<file path="src/rtl/qfc_pkg.sv">
package qfc_pkg;

  localparam int unsigned FlowEntriesDefault = 64;
  localparam int unsigned QueueDepth         = 2;

  localparam logic [15:0] EthIpv4   = 16'h0800;
  localparam logic [15:0] EthIpv6   = 16'h86DD;
  localparam logic [7:0]  ProtoUdp  = 8'd17;
  localparam logic [16:0] MinFrame  = 17'd43;
  localparam logic [16:0] MinFrame6 = 17'd63;
  localparam logic [7:0]  FormMask  = 8'hC0;
  localparam logic [7:0]  FixedBit  = 8'h40;
  localparam logic [3:0]  IhlMask   = 4'hF;
  localparam logic [31:0] QuicV1    = 32'h00000001;
  localparam logic [31:0] QuicV2    = 32'h6b3343cf;
  localparam logic [31:0] DraftMask = 32'hff000000;

  // Frame kind handed from parser to flow table
  localparam logic [1:0] KindNone  = 2'd0;
  localparam logic [1:0] KindLong  = 2'd1;
  localparam logic [1:0] KindShort = 2'd2;

  // Result status
  localparam logic [1:0] StNone    = 2'd0;
  localparam logic [1:0] StUpdated = 2'd1;
  localparam logic [1:0] StNew     = 2'd2;
  localparam logic [1:0] StFull    = 2'd3;

  typedef struct packed {
    logic [1:0]  kind;
    logic [31:0] version;
    logic [31:0] ip_src;
    logic [31:0] ip_dst;
    logic [31:0] ports;
    logic [15:0] frame_len;
    logic [63:0] now_ns;
  } desc_t;

  typedef struct packed {
    logic [63:0] packets;
    logic [63:0] bytes;
    logic [5:0]  flow_index;
    logic [31:0] seen_version;
    logic        is_long;
    logic [1:0]  status;
  } result_t;

endpackage

</file>
<file path="src/rtl/qfc_queue.sv">
module qfc_queue (
  input  logic           clk_i,
  input  logic           rst_ni,
  input  logic           push_i,
  input  qfc_pkg::desc_t desc_i,
  output logic           full_o,
  input  logic           pop_i,
  output logic           empty_o,
  output qfc_pkg::desc_t desc_o
);

  localparam int unsigned PtrW = $clog2(qfc_pkg::QueueDepth);
  localparam int unsigned CntW = $clog2(qfc_pkg::QueueDepth + 1);

  qfc_pkg::desc_t slot_q [qfc_pkg::QueueDepth];
  logic [PtrW-1:0] wr_q, rd_q;
  logic [CntW-1:0] cnt_q;

  assign full_o  = (cnt_q == CntW'(qfc_pkg::QueueDepth));
  assign empty_o = (cnt_q == '0);
  assign desc_o  = slot_q[rd_q];

  always_ff @(posedge clk_i) begin
    if (push_i) slot_q[wr_q] <= desc_i;
  end

  always_ff @(posedge clk_i or negedge rst_ni) begin
    if (!rst_ni) begin
      wr_q  <= '0;
      rd_q  <= '0;
      cnt_q <= '0;
    end else begin
      if (push_i) begin
        wr_q <= (wr_q == PtrW'(qfc_pkg::QueueDepth - 1)) ? '0 : wr_q + 1'b1;
      end
      if (pop_i) begin
        rd_q <= (rd_q == PtrW'(qfc_pkg::QueueDepth - 1)) ? '0 : rd_q + 1'b1;
      end
      if (push_i && !pop_i) cnt_q <= cnt_q + 1'b1;
      else if (pop_i && !push_i) cnt_q <= cnt_q - 1'b1;
    end
  end

endmodule

</file>
<file path="config.mk">
export PLATFORM = sky130hd
export DESIGN_NAME = qfc_queue
export DESIGN_NICKNAME = d
export VERILOG_FILES = /design/src/rtl/qfc_pkg.sv /design/src/rtl/qfc_queue.sv
export SDC_FILE = /design/constraint.sdc
export NUM_CORES = 1
export LEC_CHECK = 0
export ABC_AREA = 1
export BUFFER_PORTS_ARGS = -buffer_cell sky130_fd_sc_hd__buf_2
export CAP_MARGIN = 15
export CELL_PAD_IN_SITES_DETAIL_PLACEMENT = 0
export CELL_PAD_IN_SITES_GLOBAL_PLACEMENT = 2
export CORE_MARGIN = 8
export CORE_UTILIZATION = 38
export DETAILED_ROUTE_END_ITERATION = 16
export PLACE_DENSITY = 0.89
export SLEW_MARGIN = 20
export SYNTH_ARGS = -nofsm -noshare
export SYNTH_HDL_FRONTEND = slang
export SYNTH_SLANG_ARGS = --single-unit
</file>
<file path="constraint.sdc">
create_clock -name clk_i -period 13.7 [get_ports clk_i]
set_input_delay 4.11 -clock clk_i [delete_from_list [all_inputs] [get_ports clk_i]]
set_output_delay 4.11 -clock clk_i [all_outputs]
set_load 0.01 [all_outputs]
</file>
### Word level (Yosys, flattened, before mapping)

Memory sizes are Yosys's and may differ from the RTL's.
Index checks and enable logic that the tools add are counted.

* $add $sub $neg: 4
* $mul: 0
* div/mod/pow operators: 0
* order comparisons: 0
* eq/ne operators: 1
* shifts and indexed selects: 0
* muxes and demuxes: 6
* bitwise operators: 0
* reductions and logical operators: 6

Operators by type and width (count)
* $mux W1: 4
* $mux W2: 2
* $add A1 B1 Y1 const B: 2
* $add A2 B1 Y2 const B: 1
* $eq A2 B2 Y1 const B: 1
* $logic_and A1 B1 Y1: 2
* $logic_not A1 Y1: 2
* $logic_not A2 Y1: 1
* $reduce_bool A2 Y1: 1
* $sub A2 B1 Y2 const B: 1

* bits in registers: 4
* bits in latches: 0
* RAM bits: 420
* bits in read-only memories: 0
* input port bits: 214
* output and inout bits: 212
* memories kept: 1

Memory list
* slot_q: depth 2, bits a word 210, rd ports 1, clocked after memory_dff 0, wr ports 1, RTL line qfc_queue.sv:15 `qfc_pkg::desc_t slot_q [qfc_pkg::QueueDepth];`

### Logic depth before layout (Yosys ltp)

Gate-level depths: netlist of the first run.

* depth in word-level cells: 4
* depth in mapped cells: 7

### Worst setup path after synthesis of the first run

OpenSTA, ideal clock, no wires.

* kind: input port to flip-flop
* from: input port push_i
* to: memory slot_q[0][0] (netlist bit) (enable)
* library setup time: 790 ps
* data arrival time: 12925 ps
* data required time: 12910 ps
* slack: -14 ps
* stages: 2
* path through: inv_1 -> nor2_1

* word-level cells in the longest chain between the ends: 2

RTL lines
* from (decl): RTL line qfc_queue.sv:4 `input logic push_i,`
* $mux W1: RTL line qfc_queue.sv:24 `if (push_i) slot_q[wr_q] <= desc_i;`
* $mux W1 (implied by the code): RTL line qfc_queue.sv:24
* to (decl): RTL line qfc_queue.sv:15

No other way between the ends.

==> results of run 1 <==
## area by class of cell
cell class	count	area (µm²)
Fill cell	3396	21100
Sequential cell	424	12700
Multi-Input combinational cell	224	2450
Timing Repair Buffer	431	2180
Clock buffer	52	1150
Tap cell	532	666
Clock inverter	16	170
Inverter	7	33.8
Antenna cell	2	5.00
## placed cells by master (no fill, tap or decap), drive strengths merged
cell type and n:
bufinv 4, xnor2 1, mux2 210, dfrtp 4
edfxtp 420, xor2 2, nand3 1, ha 1
nand4 1, buf 431, diode 2, inv 7
clkinv 12, nor2 3, clkbuf 52, nand2 5
## final timing paths
path | from | end
hold reg to reg | cnt_q[1] | cnt_q[1]
min in group asynchronous | rst_ni | rd_q
max in group asynchronous | rst_ni | rd_q
hold / removal | cnt_q[1] | cnt_q[1]
setup / recovery | rd_q | desc_o[118]
setup reg to reg | wr_q | slot_q[1][123]
## kinds of logic (layout without fill, tap and decap cells)
kind of cell               Yosys count  after routing  share of synthesized area, %
muxes                              210            210                          15.3
buffers and inverters               30            506                          1.77
xor gates and xnor gates             3              3                         0.170
DFF                                424            424                          82.4
and+or+nand+nor                     10             10                         0.268
other                                0              2                             0
adders and majority gates            1              1                        0.0811
## Yosys cell counts (all sizes together)
cell type and number:
xor2 2, edfxtp 420, nand4 1, nand3 1, mux2 210, xnor2 1, nand2 5, nor2 3
dfrtp 4, inv 7, buf 23, ha 1
## metrics by stage
| step | total power [mW] | cell area, µm² | util [%] | hold WS [ps] |
|---|---|---|---|---|
| final | 4.01 | 19400 | 47.9 | 510 |
| after CTS | 4.08 | 19400 | 47.9 | 512 |
| after global placement | 2.93 | 18100 | 44.6 | 482 |
| after global routing | 4.20 | 19400 | 47.9 | 527 |
| after detailed placement | 2.95 | 18100 | 44.6 | 495 |
| after floorplan | 2.58 | 15400 | - | 463 |
## registers in the layout, summed over array words and instances, names as in the netlist
signal	count
cnt_q	2
wr_q	1
slot_q	420
rd_q	1
## critical path: cells and delay by family (launching register included)
family | cells | cell delay [ps]
mux | 1 | 420
flops | 1 | 650
buf+inv | 3 | 1580
## report_power, final
part           total (mW)  switching (mW)  internal, mW
sequential           1.80          0.0697          1.73
clock                1.11           0.443         0.666
combinational        1.11           0.617         0.490
## routing by layer
metal	wire length [µm]	up-vias	GRT usage, %
met5	61	-	0
met3	3220	48	5.30
met1	13300	3815	16.2
met2	16600	302	22.9
met4	548	10	3.54
li1	-	3601	-
==> results.txt, run 1 <==
minimum clock period -> 7390 ps
Fmax achieved -> 0.135 GHz
Avg Inst Size Synth -> 22.8 µm²
crit-path most repeated cell -> buf_4
die area -> 47,300 µm²
root buffer cell -> clkbuf_16
critical path, cell by cell -> buf_4, buf_4, mux2_2, buf_2
routability-driven placement congestion ratio -> 0.785
Crit-path slowest cell -> buf_4
Synthesized Nets -> 893
Setup Skew -> 14.6 ps
Clock Path Buffers -> 3
initial antenna violation count -> 7
Cell variety after synth -> 13
pin count of the biggest net entering global routing -> 147
non-filler instance count after layout -> 1,688
WL final -> 33,800 µm
post-route ant nets -> 0
Die Width -> 218 µm
vias in the first global route -> 8,521
Starting Density -> 38.1%
crit path max fanout -> 63
CTS Hold Bufs -> 0
Relative slew margins -> 31.0%
Setup Slack @ Placement -> 6850 ps
hold crit path type -> reg2reg
outcome -> complete, no violations
TritonCTS Sinks -> 424
FF-to-FF path depth -> 3
RSZ-0062 raised after global routing -> false
Warnings, synthesis -> 0
grt total ovfl -> 0
worst vdd ir -> 0.131 mV
Leakage -> 7.24 nW
port bufs -> 425
# setup viols final -> 0
Yosys top cell by area -> edfxtp_1
NumNets Final -> 1,346
Slew @ Worst Pin -> 1040 ps
core area -> 40,500 µm²
worst setup path class -> reg2out
clk slew on worst S/H paths -> 60 ps
number of I/O pins -> 426
crit end category -> primary output
# DRC -> 0
final hold violation count -> 0
Startpoint Class -> flip-flop
Via density -> 4.61
Data required, critical path -> 9590 ps
vias -> 7,776
Power Dens Cells -> 207 nW/µm²
CTS tree -> yes
TritonCTS Buffers -> 43
top cell type's share of synthesized area -> 81.7%
FF+latch count, synth -> 424
routed len/inst -> 20.0 µm
postcts setup bufs -> 0
layout cells sized above 1 -> 60.4%
Synth Instances -> 678
flop2flop setup slack -> 11,040 ps
1st-iter DRT viols -> 572
setup tns final -> 0 ps
first-pass GRT wire length -> 50,400 µm
Final HPWL DP -> 23,300 µm
Synth area leaders -> edfxtp_1 (82%), mux2_2 (15%), buf_6 (1.5%)
area grow syn2layout -> 25.6%
Clock Latency Late Sink -> 540 ps
FP Rows -> 74
drt first pass iters -> 4
crit path DAT -> 3280 ps
Post-Place Cells -> 1,618
die height -> 218 µm
Largest stage delay, worst path -> 750 ps
# resized after CTS -> 0
Global Route Usage Sum -> 13.6%
Max Cap Violations -> 0
Final Slew Violations -> 0
worst hold stages -> 2
H-tree depth -> 2
Cell Area, Synth -> 15,400 µm²
Final period util -> 53.9%
sequential share of the synthesized area -> 82.4%
min setup slack post-route -> 6310 ps
(Power assumes the default switching activity.)
==> run 2: changes to the inputs <==
clock period = 6.9 ns   (was 13.7 ns; I/O delays follow)
==> run 2 against run 1 <==
Against the previous run:
- utilization up 0.38 points
- final area up 0.79%
- clock power up 110%
- global-route usage down 0.24 points
- register-to-register slack worse by 6400 ps
- routed wire length down 1.3%
- critical path depth down 1
- sequential share of layout area down 0.51 points
- sequential power up 96%
- clock skew down 9.0 ps
- die area unchanged
- largest power group unchanged
- highest routed layer unchanged
==> results.txt, run 2 (synthesis results as in run 1) <==
outcome -> complete, no violations
Final period util -> 61.8%
Relative slew margins -> 40.2%
RSZ-0062 raised after global routing -> false
postcts setup bufs -> 0
drt first pass iters -> 4
worst setup path class -> reg2out
worst hold stages -> 2
non-filler instance count after layout -> 1,700
Largest stage delay, worst path -> 450 ps
root buffer cell -> clkbuf_16
Starting Density -> 38.1%
Clock Path Buffers -> 3
TritonCTS Sinks -> 424
# setup viols final -> 0
reg2reg end -> slot_q[1][114]
port bufs -> 425
TritonCTS Buffers -> 44
Top reg by flops -> slot_q
die height -> 218 µm
Final Slew Violations -> 0
Crit-path slowest cell -> mux2_2
initial antenna violation count -> 9
FF-to-FF path depth -> 3
WL final -> 33,300 µm
filler instances -> 3,379
max reg flops -> 420
Global Route Usage Sum -> 13.4%
Power Dens Cells -> 414 nW/µm²
Post-Place Cells -> 1,618
Max Cap Violations -> 0
Final HPWL DP -> 22,600 µm
Fmax achieved -> 0.234 GHz
multi-input logic area -> 2450 µm²
vias -> 7,850
Data required, critical path -> 4830 ps
grt total ovfl -> 0
final hold violation count -> 0
hold crit path type -> reg2reg
number of I/O pins -> 426
CTS Hold Bufs -> 0
Via density -> 4.62
crit end category -> primary output
Die Width -> 218 µm
startpoint of the worst hold path -> cnt_q[1]
worst r2r src -> wr_q
vias in the first global route -> 8,507
crit path max fanout -> 112
most frequent cells in the layout -> buf_2 (425), edfxtp_1 (420), mux2_2 (210)
# DRC -> 0
routability-driven placement congestion ratio -> 0.737
minimum clock period -> 4270 ps
flop2flop setup slack -> 4660 ps
critical path, cell by cell -> buf_12, mux2_2, buf_2
H-tree depth -> 2
core area -> 40,500 µm²
NumNets Final -> 1,348
Startpoint Class -> flip-flop
Hold Crit Endpoint -> cnt_q[1]
Leakage -> 7.30 nW
setup tns final -> 0 ps
# resized after CTS -> 0
Slew @ Worst Pin -> 897 ps
pin count of the biggest net entering global routing -> 115
Top Registers -> slot_q: 420 flops, cnt_q: 2 flops
crit path DAT -> 2200 ps
die area -> 47,300 µm²
sequential cell area -> 12,700 µm²
routed len/inst -> 19.6 µm
CTS tree -> yes
post-route ant nets -> 0
area grow syn2layout -> 26.6%
first-pass GRT wire length -> 49,200 µm
worst vdd ir -> 0.257 mV
leading cell type in the layout, fill and taps excluded -> buf_2
clk slew on worst S/H paths -> 60 ps
1st-iter DRT viols -> 464
layout cells sized above 1 -> 60.4%
Setup Skew -> 5.59 ps
Clock Latency Late Sink -> 540 ps
FP Rows -> 74
## run 2: cell count changes in the layout (fill, tap and decap cells not counted), sizes merged
cell      before  now
buf          431  432
bufinv         4    5
clkbuf        52   56
clkinv        12   13
clkinvlp       0    2
diode          2    4
inv            7    8
## run 2: routing by layer
layer / track usage, % / part of all wire (%) / vias up
li1: - / - / 3622
met5: 0 / 0.15 / -
met1: 15.1 / 38 / 3848
met3: 6.16 / 11 / 66
met2: 22.6 / 49 / 306
met4: 4.06 / 2.3 / 8
## run 2: how the worst max path moves through the flow
| stage | from | slack [ps] | endpoint | cells past startpoint |
|---|---|---|---|---|
| 2_1_floorplan | push_i | 160 | slot_q[1][0] | 2 |
| 3_3_place_gp | push_i | 2900 | slot_q[0][88] | 4 |
| 3_5_place_dp | push_i | 2890 | slot_q[0][16] | 4 |
| 4_1_cts | rd_q | 2600 | desc_o[205] | 3 |
| 5_1_grt | rd_q | 2550 | desc_o[205] | 3 |
| 6_report | rd_q | 2630 | desc_o[205] | 3 |
## run 2: area by class of cell
class                   instances  area share [%]
flip-flops and latches        424            65.1
diodes                          4          0.0512
inverters                       7           0.173
multi-input cells             224            12.6
repair buffers                432            11.5
well taps                     532            3.41
clock inverters                21            1.19
clock buffers                  56            5.98
## run 2: power breakdown
part | switching, mW | internal, mW | total, mW
logic | 1.27 | 1.00 | 2.27
clock network | 0.911 | 1.38 | 2.29
registers | 0.103 | 3.42 | 3.52
total | 2.28 | 5.80 | 8.08
## run 2: critical path: cells and delay by family, from the launching register on
family	cells	cell delay, ps
DFF	1	440
muxes	1	450
buffers and inverters	2	520
## run 2: per-stage QoR
| step | hold WS [ps] | power (mW) | worst slack (ps) | cell area (µm²) | util, % |
|---|---|---|---|---|---|
| after global placement | 476 | 5.87 | 2900 | 18100 | 44.7 |
| after detailed placement | 482 | 5.89 | 2890 | 18100 | 44.7 |
| after CTS | 495 | 8.22 | 2600 | 19500 | 48.2 |
| after global routing | 509 | 8.46 | 2550 | 19500 | 48.3 |
| final | 491 | 8.08 | 2630 | 19500 | 48.3 |
| after floorplan | 463 | 5.10 | 158 | 15400 | - |
==> run 3: changes to the inputs <==
CORE_UTILIZATION = 34   (was 38)
PLACE_DENSITY = 0.85   (was 0.89)
clock period = 3.7 ns   (was 6.9 ns; I/O delays follow)
==> run 3 against run 2 <==
Against the previous run:
- utilization is 4.4 points lower
- global-route usage is 1.1 points lower
- clock skew grew 8.1 ps
- die area is 11% higher
- worst setup slack got worse by 2200 ps
- via count about the same
- count of clock-buffer cells in the layout increased by 3
- register-to-register slack worse by 2700 ps
==> results.txt, run 3 (synthesis results as in run 1) <==
NumNets Final -> 1,370
Slew @ Worst Pin -> 544 ps
Global Route Usage Sum -> 12.3%
Largest stage delay, worst path -> 540 ps
filler instances -> 3,999
Die Width -> 229 µm
hold crit path type -> in2async
FP Rows -> 78
die height -> 229 µm
minimum clock period -> 3260 ps
# DRC -> 0
Setup Skew -> 13.7 ps
post-route ant nets -> 0
setup tns final -> 0 ps
routability-driven placement congestion ratio -> 0.751
crit path DAT -> 2150 ps
drt first pass iters -> 4
first-pass GRT wire length -> 50,600 µm
leading cell type in the layout, fill and taps excluded -> buf_2
pin count of the biggest net entering global routing -> 81
WHS -> 360 ps
most frequent cells in the layout -> buf_2 (425), edfxtp_1 (420), mux2_2 (210)
port bufs -> 425
critical path, cell by cell -> buf_12, buf_12, mux2_2, buf_2
Crit-path slowest cell -> dfrtp_4
final hold violation count -> 0
1st-iter DRT viols -> 430
Post-Place Cells -> 1,710
worst vdd ir -> 0.526 mV
postcts setup bufs -> 0
routed len/inst -> 18.8 µm
Fmax achieved -> 0.307 GHz
CTS tree -> yes
total stage count of the critical path -> 4
Via density -> 4.39
TritonCTS Buffers -> 43
Final Slew Violations -> 0
die area -> 52,500 µm²
Max Cap Violations -> 0
worst setup path class -> reg2out
Startpoint Class -> flip-flop
Relative slew margins -> 63.7%
Data required, critical path -> 2590 ps
global-route met3 utilization -> 5.51%
RSZ-0062 raised after global routing -> false
FF-to-FF path depth -> 2
Area after DPL -> 18,500 µm²
core area -> 45,100 µm²
Final period util -> 88.0%
CTS Hold Bufs -> 0
Power Dens Cells -> 755 nW/µm²
H-tree depth -> 2
root buffer cell -> clkbuf_16
multi-input logic area -> 2470 µm²
vias -> 7,848
non-filler instance count after layout -> 1,786
min setup slack post-route -> 443 ps
layout cells sized above 1 -> 61.1%
Setup Slack @ Placement -> 992 ps
Final Cell Area -> 19,800 µm²
TritonCTS Sinks -> 424
CP top delay family -> buffers and inverters
Clock Latency Late Sink -> 540 ps
Top Registers -> slot_q: 420 flops, cnt_q: 2 flops
crit path max fanout -> 36
Starting Density -> 34.2%
Final HPWL DP -> 24,400 µm
vias in the first global route -> 8,565
number of I/O pins -> 426
GRT met2 Usage -> 20.9%
Clock Path Buffers -> 3
grt met1 use -> 14.0%
# resized after CTS -> 0
WL final -> 33,500 µm
max reg flops -> 420
most utilized layer in the global route result -> met2
crit end category -> primary output
initial antenna violation count -> 2
clk slew on worst S/H paths -> 60 ps
sequential cell area -> 12,700 µm²
CP bufs+invs -> 3
outcome -> complete, no violations
area grow syn2layout -> 28.3%
crit-path most repeated cell -> buf_12
grt total ovfl -> 0
# setup viols final -> 0
Leakage -> 7.39 nW
Top reg by flops -> slot_q
[run 3: where the power goes]
group          internal, mW  leakage (nW)  switching, mW
registers              6.36          3.99          0.218
logic                  2.05          2.78           2.37
clock network          2.29         0.620           1.67
[run 3: area by class of cell]
| class | instances | area share (%) |
|---|---|---|
| clock inverter | 16 | 0.531 |
| clock buffer | 59 | 5.95 |
| sequential | 424 | 64.2 |
| timing repair buffer | 455 | 12.8 |
| inverter | 7 | 0.215 |
| antenna | 1 | 0.0126 |
| multi-input combinational | 224 | 12.5 |
| tap | 600 | 3.79 |
[run 3: worst paths after layout]
path | start | end | slack (ps)
hold reg to reg | cnt_q[1] | cnt_q[1] | 500
max in group asynchronous | rst_ni | rd_q | 3200
min in group clk_i | cnt_q[1] | cnt_q[1] | 500
hold / removal | rst_ni | wr_q | 360
setup / recovery | rd_q | desc_o[104] | 440
setup reg to reg | wr_q | slot_q[0][96] | 1940
[run 3: worst reg2reg max path: cells and delay by family, from the launching register on]
family / cells / cell delay, ps
flops: 1 / 480
simple gates: 1 / 470
buf+inv: 1 / 390
[run 3: per-layer routing]
| layer | part of all wire [%] | wire length (µm) |
|---|---|---|
| met1 | 39 | 13000 |
| met2 | 49 | 16600 |
| met3 | 9.9 | 3320 |
| met4 | 1.8 | 612 |
| met5 | 0.024 | 8 |
[run 3: metrics by stage]
step | util, % | power, mW
finish | 43.9 | 15.0
global route | 43.9 | 15.7
CTS | 43.9 | 15.2
detailed placement | 41.1 | 11.2
global placement | 41.1 | 11.1
floorplan | - | 9.49
