[src/rtl/qfc_pkg.sv]
package qfc_pkg;

  localparam int unsigned FlowEntriesDefault = 64;
  localparam int unsigned QueueDepth         = 2;

  localparam logic [15:0] EthIpv4   = 16'h0800;
  localparam logic [15:0] EthIpv6   = 16'h86DD;
  localparam logic [7:0]  ProtoUdp  = 8'd17;
  localparam logic [16:0] MinFrame  = 17'd43;
  localparam logic [16:0] MinFrame6 = 17'd63;
  localparam logic [7:0]  FormMask  = 8'hC0;
  localparam logic [7:0]  FixedBit  = 8'h40;
  localparam logic [3:0]  IhlMask   = 4'hF;
  localparam logic [31:0] QuicV1    = 32'h00000001;
  localparam logic [31:0] QuicV2    = 32'h6b3343cf;
  localparam logic [31:0] DraftMask = 32'hff000000;

  // Frame kind handed from parser to flow table
  localparam logic [1:0] KindNone  = 2'd0;
  localparam logic [1:0] KindLong  = 2'd1;
  localparam logic [1:0] KindShort = 2'd2;

  // Result status
  localparam logic [1:0] StNone    = 2'd0;
  localparam logic [1:0] StUpdated = 2'd1;
  localparam logic [1:0] StNew     = 2'd2;
  localparam logic [1:0] StFull    = 2'd3;

  typedef struct packed {
    logic [1:0]  kind;
    logic [31:0] version;
    logic [31:0] ip_src;
    logic [31:0] ip_dst;
    logic [31:0] ports;
    logic [15:0] frame_len;
    logic [63:0] now_ns;
  } desc_t;

  typedef struct packed {
    logic [63:0] packets;
    logic [63:0] bytes;
    logic [5:0]  flow_index;
    logic [31:0] seen_version;
    logic        is_long;
    logic [1:0]  status;
  } result_t;

endpackage

[src/rtl/qfc_parser.sv]
module qfc_parser (
  input  logic           clk_i,
  input  logic           rst_ni,
  input  logic           byte_valid_i,
  input  logic [7:0]     data_byte_i,
  input  logic           frame_end_i,
  input  logic [63:0]    now_ns_i,
  output logic           push_o,
  output qfc_pkg::desc_t desc_o
);

  logic [15:0] pos_q, pos_d;
  logic [15:0] etype_q, etype_d;
  logic [3:0]  ihl_q, ihl_d;
  logic [7:0]  proto_q, proto_d;
  logic [31:0] src_q, src_d;
  logic [31:0] dst_q, dst_d;
  logic [15:0] sport_q, sport_d;
  logic [15:0] dport_q, dport_d;
  logic [15:0] ulen_q, ulen_d;
  logic [7:0]  qfirst_q, qfirst_d;
  logic [31:0] ver_q, ver_d;
  logic [16:0] len;
  logic [16:0] uo;
  logic [15:0] udp_rel;
  logic        is_v4, is_v6;
  logic [1:0]  kind;
  logic [31:0] ver_ok;

  assign len   = (pos_q == 16'hFFFF) ? 17'd65535 : {1'b0, pos_q} + 17'd1;
  assign is_v4 = (etype_q == qfc_pkg::EthIpv4);
  assign is_v6 = (etype_q == qfc_pkg::EthIpv6);

  always_comb begin
    etype_d  = etype_q;
    ihl_d    = ihl_q;
    proto_d  = proto_q;
    src_d    = src_q;
    dst_d    = dst_q;
    sport_d  = sport_q;
    dport_d  = dport_q;
    ulen_d   = ulen_q;
    qfirst_d = qfirst_q;
    ver_d    = ver_q;
    uo       = '0;
    udp_rel  = '0;
    if (pos_q == 16'd12) begin
      etype_d = {data_byte_i, etype_q[7:0]};
    end else if (pos_q == 16'd13) begin
      etype_d = {etype_q[15:8], data_byte_i};
    end else if (pos_q >= 16'd14 && (is_v4 || is_v6)) begin
      if (is_v4) begin
        if (pos_q == 16'd14) ihl_d = data_byte_i[3:0] & qfc_pkg::IhlMask;
        if (pos_q == 16'd23) proto_d = data_byte_i;
        if (pos_q >= 16'd26 && pos_q <= 16'd29) src_d = {src_q[23:0], data_byte_i};
        if (pos_q >= 16'd30 && pos_q <= 16'd33) dst_d = {dst_q[23:0], data_byte_i};
        uo = 17'd14 + {11'd0, ihl_d, 2'b00};
      end else begin
        if (pos_q == 16'd20) proto_d = data_byte_i;
        if (pos_q >= 16'd22 && pos_q <= 16'd25) src_d = {src_q[23:0], data_byte_i};
        if (pos_q >= 16'd38 && pos_q <= 16'd41) dst_d = {dst_q[23:0], data_byte_i};
        uo = 17'd54;
      end
      if ({1'b0, pos_q} >= uo) begin
        udp_rel = pos_q - uo[15:0];
        if (udp_rel <= 16'd1) sport_d = {sport_q[7:0], data_byte_i};
        else if (udp_rel <= 16'd3) dport_d = {dport_q[7:0], data_byte_i};
        else if (udp_rel <= 16'd5) ulen_d = {ulen_q[7:0], data_byte_i};
        else if (udp_rel == 16'd8) qfirst_d = data_byte_i;
        else if (udp_rel >= 16'd9 && udp_rel <= 16'd12) ver_d = {ver_q[23:0], data_byte_i};
      end
    end
  end

  // Classify on the final byte using this byte's captures
  always_comb begin
    kind = qfc_pkg::KindNone;
    if (len >= qfc_pkg::MinFrame && proto_d == qfc_pkg::ProtoUdp &&
        ((is_v4 && ihl_d >= 4'd5) || (is_v6 && len >= qfc_pkg::MinFrame6)) &&
        len >= uo + 17'd9 && ulen_d >= 16'd9 && (qfirst_d & qfc_pkg::FixedBit) != 8'd0) begin
      if ((qfirst_d & qfc_pkg::FormMask) == qfc_pkg::FormMask) begin
        kind = (len < uo + 17'd13) ? qfc_pkg::KindNone : qfc_pkg::KindLong;
      end else begin
        kind = qfc_pkg::KindShort;
      end
    end
    if (kind == qfc_pkg::KindLong &&
        (ver_d == qfc_pkg::QuicV1 || ver_d == qfc_pkg::QuicV2 ||
         (ver_d & qfc_pkg::DraftMask) == qfc_pkg::DraftMask)) begin
      ver_ok = ver_d;
    end else begin
      ver_ok = '0;
    end
  end

  assign pos_d  = len[15:0];
  assign push_o = byte_valid_i && frame_end_i;

  always_comb begin
    desc_o.kind      = kind;
    desc_o.version   = ver_ok;
    desc_o.ip_src    = src_d;
    desc_o.ip_dst    = dst_d;
    desc_o.ports     = {sport_d, dport_d};
    desc_o.frame_len = len[15:0];
    desc_o.now_ns    = now_ns_i;
  end

  always_ff @(posedge clk_i or negedge rst_ni) begin
    if (!rst_ni) begin
      pos_q <= '0; etype_q <= '0; ihl_q <= '0; proto_q <= '0;
      src_q <= '0; dst_q <= '0; sport_q <= '0; dport_q <= '0;
      ulen_q <= '0; qfirst_q <= '0; ver_q <= '0;
    end else if (byte_valid_i) begin
      if (frame_end_i) begin
        // drop per-frame state
        pos_q <= '0; etype_q <= '0; ihl_q <= '0; proto_q <= '0;
        src_q <= '0; dst_q <= '0; sport_q <= '0; dport_q <= '0;
        ulen_q <= '0; qfirst_q <= '0; ver_q <= '0;
      end else begin
        pos_q <= pos_d; etype_q <= etype_d; ihl_q <= ihl_d; proto_q <= proto_d;
        src_q <= src_d; dst_q <= dst_d; sport_q <= sport_d; dport_q <= dport_d;
        ulen_q <= ulen_d; qfirst_q <= qfirst_d; ver_q <= ver_d;
      end
    end
  end

endmodule

[config.mk]
export PLATFORM = sky130hd
export DESIGN_NAME = qfc_parser
export DESIGN_NICKNAME = d
export VERILOG_FILES = /design/src/rtl/qfc_pkg.sv /design/src/rtl/qfc_parser.sv
export SDC_FILE = /design/constraint.sdc
export NUM_CORES = 1
export LEC_CHECK = 0
export ABC_AREA = 1
export BUFFER_PORTS_ARGS = -buffer_cell sky130_fd_sc_hd__buf_4
export CAP_MARGIN = 10
export CORE_ASPECT_RATIO = 1.1
export CORE_UTILIZATION = 30
export DETAILED_ROUTE_END_ITERATION = 10
export PLACE_DENSITY = 0.52
export REMOVE_ABC_BUFFERS = 1
export SETUP_SLACK_MARGIN = 0.2
export SKIP_LAST_GASP = 1
export SLEW_MARGIN = 30
export SYNTH_ARGS = -nofsm -noshare
export SYNTH_HDL_FRONTEND = slang
export SYNTH_SLANG_ARGS = --single-unit
[constraint.sdc]
create_clock -name clk_i -period 8.3 [get_ports clk_i]
set_input_delay 1.245 -clock clk_i [delete_from_list [all_inputs] [get_ports clk_i]]
set_output_delay 1.245 -clock clk_i [all_outputs]
set_load 0.01 [all_outputs]
# Word level (Yosys, flattened, before mapping)
# Index checks and enable logic that the tools add are counted.
dict set report op_classes {
  reduce_logical 23
  eq_ne 16
  n_lt_le_gt_ge 21
  n_addsub 5
  muxes 87
}
# cell count
set op_table {}
lappend op_table {{two-way mux 32 bit} 25}
lappend op_table {{two-way mux 16 bit} 24}
lappend op_table {{two-way mux 8 bit} 17}
lappend op_table {{two-way mux 17 bit} 7}
lappend op_table {{== test 16 x 4 -> 1 bit (second input constant)} 4}
lappend op_table {{greater-or-equal comparator 16 x 4 -> 1 bit (second input constant)} 3}
lappend op_table {{greater-or-equal comparator 16 x 5 -> 1 bit (second input constant)} 3}
lappend op_table {{two-way mux 4 bit} 10}
lappend op_table {{adder 17 x 4 -> 17 bit (second input constant)} 2}
lappend op_table {{greater-or-equal comparator 17 x 6 -> 1 bit (second input constant)} 2}
lappend op_table {{== test 16 bit (second input constant)} 2}
lappend op_table {{== test 16 x 5 -> 1 bit (second input constant)} 2}
lappend op_table {{== test 32 x 1 -> 1 bit (second input constant)} 1}
lappend op_table {{== test 32 x 31 -> 1 bit (second input constant)} 1}
lappend op_table {{less-or-equal comparator 16 x 5 -> 1 bit (second input constant)} 2}
lappend op_table {{less-or-equal comparator 16 x 6 -> 1 bit (second input constant)} 2}
lappend op_table {{adder 16 x 1 -> 17 bit (second input constant)} 1}
lappend op_table {{greater-or-equal comparator 16 x 17 -> 1 bit} 1}
lappend op_table {{greater-or-equal comparator 17 bit} 1}
lappend op_table {{< comparator 17 bit} 1}
lappend op_table {{== test 16 x 12 -> 1 bit (second input constant)} 1}
lappend op_table {{greater-or-equal comparator 16 x 6 -> 1 bit (second input constant)} 1}
lappend op_table {{less-or-equal comparator 16 x 1 -> 1 bit (second input constant)} 1}
lappend op_table {{less-or-equal comparator 16 x 2 -> 1 bit (second input constant)} 1}
lappend op_table {{18 further kinds} 37}
dict set report totals {
  regBits 190
  elab_cells 164
  output_inout_bits 211
  input_bits 76
}

# Logic depth before layout (Yosys ltp)
# Gate-level depths: netlist of the first run.
dict set report depth {
  depth_word 28
  mapped_depth 40
  depth_no_buf 38
}

# Worst setup path after synthesis of the first run
# Ideal clock, no wire load.
dict set report synth_timing {
  path_type {input port to output port}
  start {input port data_byte_i[0]}
  end {output port desc_o[185] (netlist bit)}
  n_path_buf 4
  path_stages 30
  path_slack_ns 2.234
  arrival_ns 4.821
  path_cell_list {clkbuf_1 > a21oi_1 > ha_1 > or2_2 > ha_1 > nand2_1 > nand2_2 > nand3_4 > nand2_1 > nand2_1 > nand2_1 > nand3_4 > nor2_4 > nand3_1 > nor2_2 > nor2_4 > nand2_2 > buf_6 > buf_6 > nand2_1 > nand2_2 > nand2_1 > nor2_1 > nand2_1 > nor2_1 > nand2_1 > nand3_2 > nand2_4 > buf_6 > nor2_1}
}
# item line_no
set synth_lines {}
lappend synth_lines {{start: declaration} qfc_parser.sv:5} ;# input logic [7:0] data_byte_i,
lappend synth_lines {{end: declaration} qfc_parser.sv:9} ;# output qfc_pkg::desc_t desc_o

==> impl_metrics.ini, run 1 <==
[critical_path]
worstPathArrival_ps = 6140
cp-start-kind = flop
cp_top_family = simple AND/OR/NAND/NOR gates
required_ps = 7050
rr_endpoint = ver_q[26]
cp_num_buf_inv = 5
cp_max_fo = 32
r2r_start = pos_q[13]
regToRegSetupSlack_ps = 3460
cpPeakStageDelay_ps = 480
worstSetupPathType = reg -> out
crit_top_cell = nand2_1
critPathCaptureType = output pin
reg2regPathDepth = 23
crit_path_top_delay_cell = nor3_1

[die]
design.core.area_um2 = 41500
row_count = 78
dieHeight_um = 218
dieArea_um2 = 43100
die_w_um = 198
start_util_pct = 30.6
io_pins = 287

[synthesis]
synth_warnings = 0
netlist_area_um2 = 12700
synth-seq-area-share_pct = 37.5
ys_ff_latch = 190
syn_avg_cell_area_um2 = 7.00
yosysUniqueCellTypes = 46
synth_edf_count = 0
synth_cells = 1814
yosys_most_used_dff = dfrtp_1
synthArstFlopShare_pct = 100

[global_routing]
grt_pass1_vias = 11074
grt_max_degree = 70
antenna_found_initial = 0
grt_util_all_layers_pct = 19.8
grt_pass1_wl_um = 65600
overflow = 0

[clock_network]
cts.clk_slew.worst_paths_ps = 70
cts_tree = built
cts_max_path_buffers = 2
cts.sinks = 190
cts-root-buf = clkbuf_16
htreeDepth = 4
numCtsBuffers = 17
clock_latency_ps = 460
cts_hold_buffers = 0

[min_path]
hp-start = etype_q[13]
hold_path_class = reg -> reg
worstHoldEndpoint = etype_q[13]
whs_path_depth = 2

[timing]
setup_viol = 0
slew_violations = 0
relSlewSlack_pct = 44.0
fin_ws_ps = 917
max_freq_mhz = 135
rsz0062_at_grt = false
period_share_pct = 88.9
tightest_slew_ps = 840
fin_skew_ps = 7.76
tns_ps = 0
fin_crit_ps = 7380
hold_viol = 0

[drt]
vias_per_cell = 4.85
wl_um = 42200
drtPass1Iterations = 6
vias = 11818
drc_errors = 0
ant_nets = 0
wl_per_cell_um = 17.3
drtIter0Drc = 632

[final_layout]
multi_input_area_um2 = 5890
syn2layout_area_growth_pct = 15.0
final_common_cell = nand2_1
fin_util_pct = 35.2
drive_gt1_share_pct = 15.7
seq_area_um2 = 4750
final_cell_mix = 414 x nand2_1, 328 x inv_1, 190 x dfrtp_1
num_antenna_cells = 0
num-nets-final = 1971
fill_cells = 4489

[power_and_ir_drop]
power.density_nw_per_um2 = 136
p_total_mw = 1.98
power.leakage_nw = 8.03
max-vdd-ir-drop_uv = 137

[outcome]
status = complete, no violations

[placed_design]
io_buffers = 158
dp_slack_ps = 735
gp_congestion = 0.867
dp_hpwl_um = 29900

[flow_run]
cap_violations = 0
cell families after synthesis:
kind of cell | after synthesis | synth area share [%]
fa+ha+maj | 31 | 3.11
compound gates | 371 | 16.3
xor+xnor | 12 | 0.828
flops | 190 | 37.5
simple gates | 727 | 25.7
buf+inv | 483 | 16.6
worst register-to-register path, stage by stage, from the launching register on:
cell	delay [ps]
dfrtp_1	430
inv_1	200
nand3_1	100
inv_1	120
nand3_2	200
nor3_4	330
nor2_1	70
a21oi_1	160
inv_1	80
ha_1	320
or2_2	310
ha_1	370
nand2_1	130
nand2_2	90
nand3_4	100
nand2_1	80
nor3_1	480
nor2_2	130
nand3_2	150
inv_2	70
nand2_4	270
nand2_1	100
nand2_1	250
o22ai_1	110
report_power, final:
part | internal [mW] | switching, mW
logic | 0.0340 | 0.107
registers | 0.931 | 0.00621
clock network | 0.514 | 0.391
total | 1.48 | 0.504
flip-flops by register name, summed over array words and instances, names as in the netlist:
name and count:
pos_q 16, etype_q 16, ulen_q 16, proto_q 8, dst_q 32, sport_q 16
qfirst_q 2, src_q 32, ihl_q 4, ver_q 32, dport_q 16
per-layer routing:
metal / GRT usage [%] / wire, um / vias to the layer above
li1: - / - / 5872
met1: 26.6 / 19700 / 5543
met2: 29.6 / 18600 / 351
met3: 7.11 / 3120 / 44
met4: 5.30 / 585 / 8
met5: 3.94 / 207 / -
synth_stat cells, types with 2 or more instances:
cell type | instances | area share (%)
xnor2_1 | 3 | 0.21
buf_1 | 3 | 0.089
nor3_2 | 7 | 0.55
o31ai_1 | 4 | 0.24
o21bai_1 | 6 | 0.35
nor3_1 | 18 | 0.71
nand3_1 | 95 | 3.7
a21oi_1 | 14 | 0.55
nor2_1 | 92 | 2.7
clkbuf_1 | 60 | 1.8
nor2_2 | 36 | 1.8
nand3_4 | 2 | 0.28
inv_1 | 328 | 9.7
o22ai_1 | 133 | 6.6
o21ai_1 | 25 | 0.99
nand3b_1 | 3 | 0.18
or2_2 | 3 | 0.15
nand4_1 | 20 | 0.99
nor2_4 | 3 | 0.27
or2_1 | 2 | 0.099
o21ai_0 | 182 | 7.2
ha_1 | 30 | 3.0
dfrtp_1 | 190 | 37
nand2_1 | 415 | 12
nand2_2 | 12 | 0.59
buf_6 | 5 | 0.44
buf_4 | 64 | 3.8
nor4_1 | 9 | 0.44
buf_2 | 13 | 0.51
inv_2 | 9 | 0.27
nand3_2 | 5 | 0.39
xor2_1 | 9 | 0.62
repair_timing:
item                                    in CTS  in global routing
gates resized for setup                      0                  8
setup buffers                                0                  1
endpoints found under the setup margin       0                 32
how the worst max path moves through the flow:
stage / startpoint / to / slack [ps] / depth (start not counted)
global route: pos_q[13] / desc_o[186] / 220 / 34
floorplan: pos_q[0] / desc_o[185] / 1790 / 34
CTS: pos_q[13] / desc_o[186] / 250 / 34
detailed placement: data_byte_i[1] / desc_o[186] / 740 / 30
finish: pos_q[13] / desc_o[186] / 920 / 31
global placement: data_byte_i[1] / desc_o[186] / 800 / 24
layout make-up:
type	instances	area share, %
clock inverter	13	1.27
multi-input combinational	1141	40.3
timing repair buffer	176	9.31
sequential	190	32.6
clock buffer	19	3.03
inverter	338	8.69
tap	560	4.80
through the flow:
step,std cells,hold slack (ps),cell area (um2)
2_1_floorplan,1669,445,11900
3_3_place_gp,2403,463,13900
3_5_place_dp,2404,474,13900
4_1_cts,2436,493,14500
5_1_grt,2437,522,14600
6_report,2437,484,14600
Note: power is estimated with default switching activity, not from simulation.
==> inputs of run 2 (changes only) <==
--- a/config.mk
+++ b/config.mk
@@ -8,10 +8,11 @@
 export ABC_AREA = 1
 export BUFFER_PORTS_ARGS = -buffer_cell sky130_fd_sc_hd__buf_4
 export CAP_MARGIN = 10
-export CORE_ASPECT_RATIO = 1.1
+export CELL_PAD_IN_SITES_DETAIL_PLACEMENT = 1
+export CELL_PAD_IN_SITES_GLOBAL_PLACEMENT = 2
 export CORE_UTILIZATION = 30
 export DETAILED_ROUTE_END_ITERATION = 10
-export PLACE_DENSITY = 0.52
+export PLACE_DENSITY = 0.84
 export REMOVE_ABC_BUFFERS = 1
 export SETUP_SLACK_MARGIN = 0.2
 export SKIP_LAST_GASP = 1
==> run 2 against run 1 <==
Against the previous run:
- core utilization is 0.068 points higher
- combinational power hardly changed
- fmax is 2.2% lower
- critical path type unchanged
- largest power group unchanged
==> impl_metrics.ini, run 2 (same netlist as run 1, synthesis figures left out) <==
[global_routing]
grt_pass1_wl_um = 71400
grt_pass1_vias = 12112
grt_max_degree = 100
overflow = 0
grt_util_all_layers_pct = 21.1
antenna_found_initial = 0

[drt]
ant_nets = 0
drc_errors = 0
vias_per_cell = 5.02
vias = 12080
wl_per_cell_um = 18.6
drtPass1Iterations = 5
wl_um = 44800
drtIter0Drc = 575

[critical_path]
cp_max_fo = 32
worstSetupPathType = reg -> out
critPathCaptureType = output pin
required_ps = 7050
cp-start-kind = flop
worstPathArrival_ps = 6310

[final_layout]
final_common_cell = nand2_1
fill_cells = 5222
num_antenna_cells = 0
syn2layout_area_growth_pct = 14.7
largest_registers = dst_q x32, src_q x32, ver_q x32
stdcell_count = 2408
final_cell_mix = 414 x nand2_1, 327 x inv_1, 190 x dfrtp_1
num-nets-final = 1970
final_area_um2 = 14600
drive_gt1_share_pct = 15.7

[min_path]
hold_path_class = reg -> reg

[power_and_ir_drop]
power.density_nw_per_um2 = 138
max-vdd-ir-drop_uv = 116
power.leakage_nw = 7.99

[placed_design]
gp_congestion = 0.864
placed_cell_area_um2 = 13800
dp_hpwl_um = 31900
placedCellCount = 2374
io_buffers = 158

[outcome]
status = complete, no violations

[timing]
slew_violations = 0
relSlewSlack_pct = 42.9
fin_skew_ps = 9.30
setup_viol = 0
tns_ps = 0
hold_viol = 0
tightest_slew_ps = 856
rsz0062_at_grt = false
fin_crit_ps = 7550
max_freq_mhz = 132
period_share_pct = 91.0

[clock_network]
cts_max_path_buffers = 2
cts.sinks = 190
htreeDepth = 4
clock_latency_ps = 460
cts.clk_slew.worst_paths_ps = 80
numCtsBuffers = 17
cts_tree = built
cts-root-buf = clkbuf_16

[die]
dieArea_um2 = 43100
row_count = 74
io_pins = 287
design.core.area_um2 = 41300
start_util_pct = 30.7
die_w_um = 208
dieHeight_um = 208

[flow_run]
cap_violations = 0
## run 2: final cells by class
type | instances | area (um2) | share of cell area, %
inverter | 338 | 1270 | 8.71
clock inverter | 14 | 208 | 1.43
multi-input combinational | 1141 | 5880 | 40.4
sequential | 190 | 4750 | 32.6
timing repair buffer | 175 | 1350 | 9.25
tap | 532 | 666 | 4.57
clock buffer | 18 | 439 | 3.02
## run 2: timing repair
action                                  4_1_cts  5_1_grt
gates resized for setup                       0       11
endpoints found under the setup margin        0       32
buffers inserted                              0        2
hold buffers                                  0        0
## run 2: power by group
part | total (mW) | leakage [nW] | internal (mW) | switching [mW]
registers | 0.937 | 2.65 | 0.931 | 0.00600
logic | 0.141 | 5.04 | 0.0324 | 0.109
clock network | 0.930 | 0.312 | 0.520 | 0.410
## run 2: final timing paths
| check | startpoint | to | slack, ps | depth (start not counted) |
|---|---|---|---|---|
| worst min-delay path | etype_q[12] | etype_q[12] | 490 | 2 |
| worst min register to register | etype_q[12] | etype_q[12] | 490 | 2 |
| min in group asynchronous | rst_ni | dst_q[27] | 810 | 1 |
| worst max-delay path | pos_q[8] | desc_o[200] | 750 | 26 |
| max in group asynchronous | rst_ni | etype_q[12] | 6280 | 2 |
| worst max register to register | pos_q[8] | qfirst_q[6] | 3380 | 22 |
## run 2: per-layer routing
metal  part of all wire [%]  track usage, %
met1                     46            27.3
met3                    7.4            7.94
met5                   0.60            5.01
met2                     44            32.4
met4                    1.7            5.34
## run 2: through the flow
stage | setup WS [ps] | hold WS [ps] | util, % | total power, mW
floorplan | 1790 | 445 | - | 1.01
global placement | 851 | 464 | 33.5 | 1.10
detailed placement | 708 | 478 | 33.5 | 1.10
CTS | 259 | 498 | 35.1 | 2.05
global route | 213 | 534 | 35.3 | 2.09
finish | 749 | 492 | 35.3 | 2.01
## run 2: critical path: stages, from the launching register on
cell     delay (ps)
dfrtp_1         440
inv_2           170
nand2_2          90
nor3_2          140
nand3_2         220
nor3_4          380
nor2_1           70
a21oi_1         160
inv_1            80
ha_1            310
or2_2           320
ha_1            400
nand2_1         120
nand2_2         120
nand3_4         110
nand3_1         110
nand2_1          80
nor3_2          310
nand3_1         190
nor4_1          510
o21ai_0         250
nor2_1          180
nand2_1         110
nor3_4          390
nand2_8         240
nor2_1          170
buf_4           140
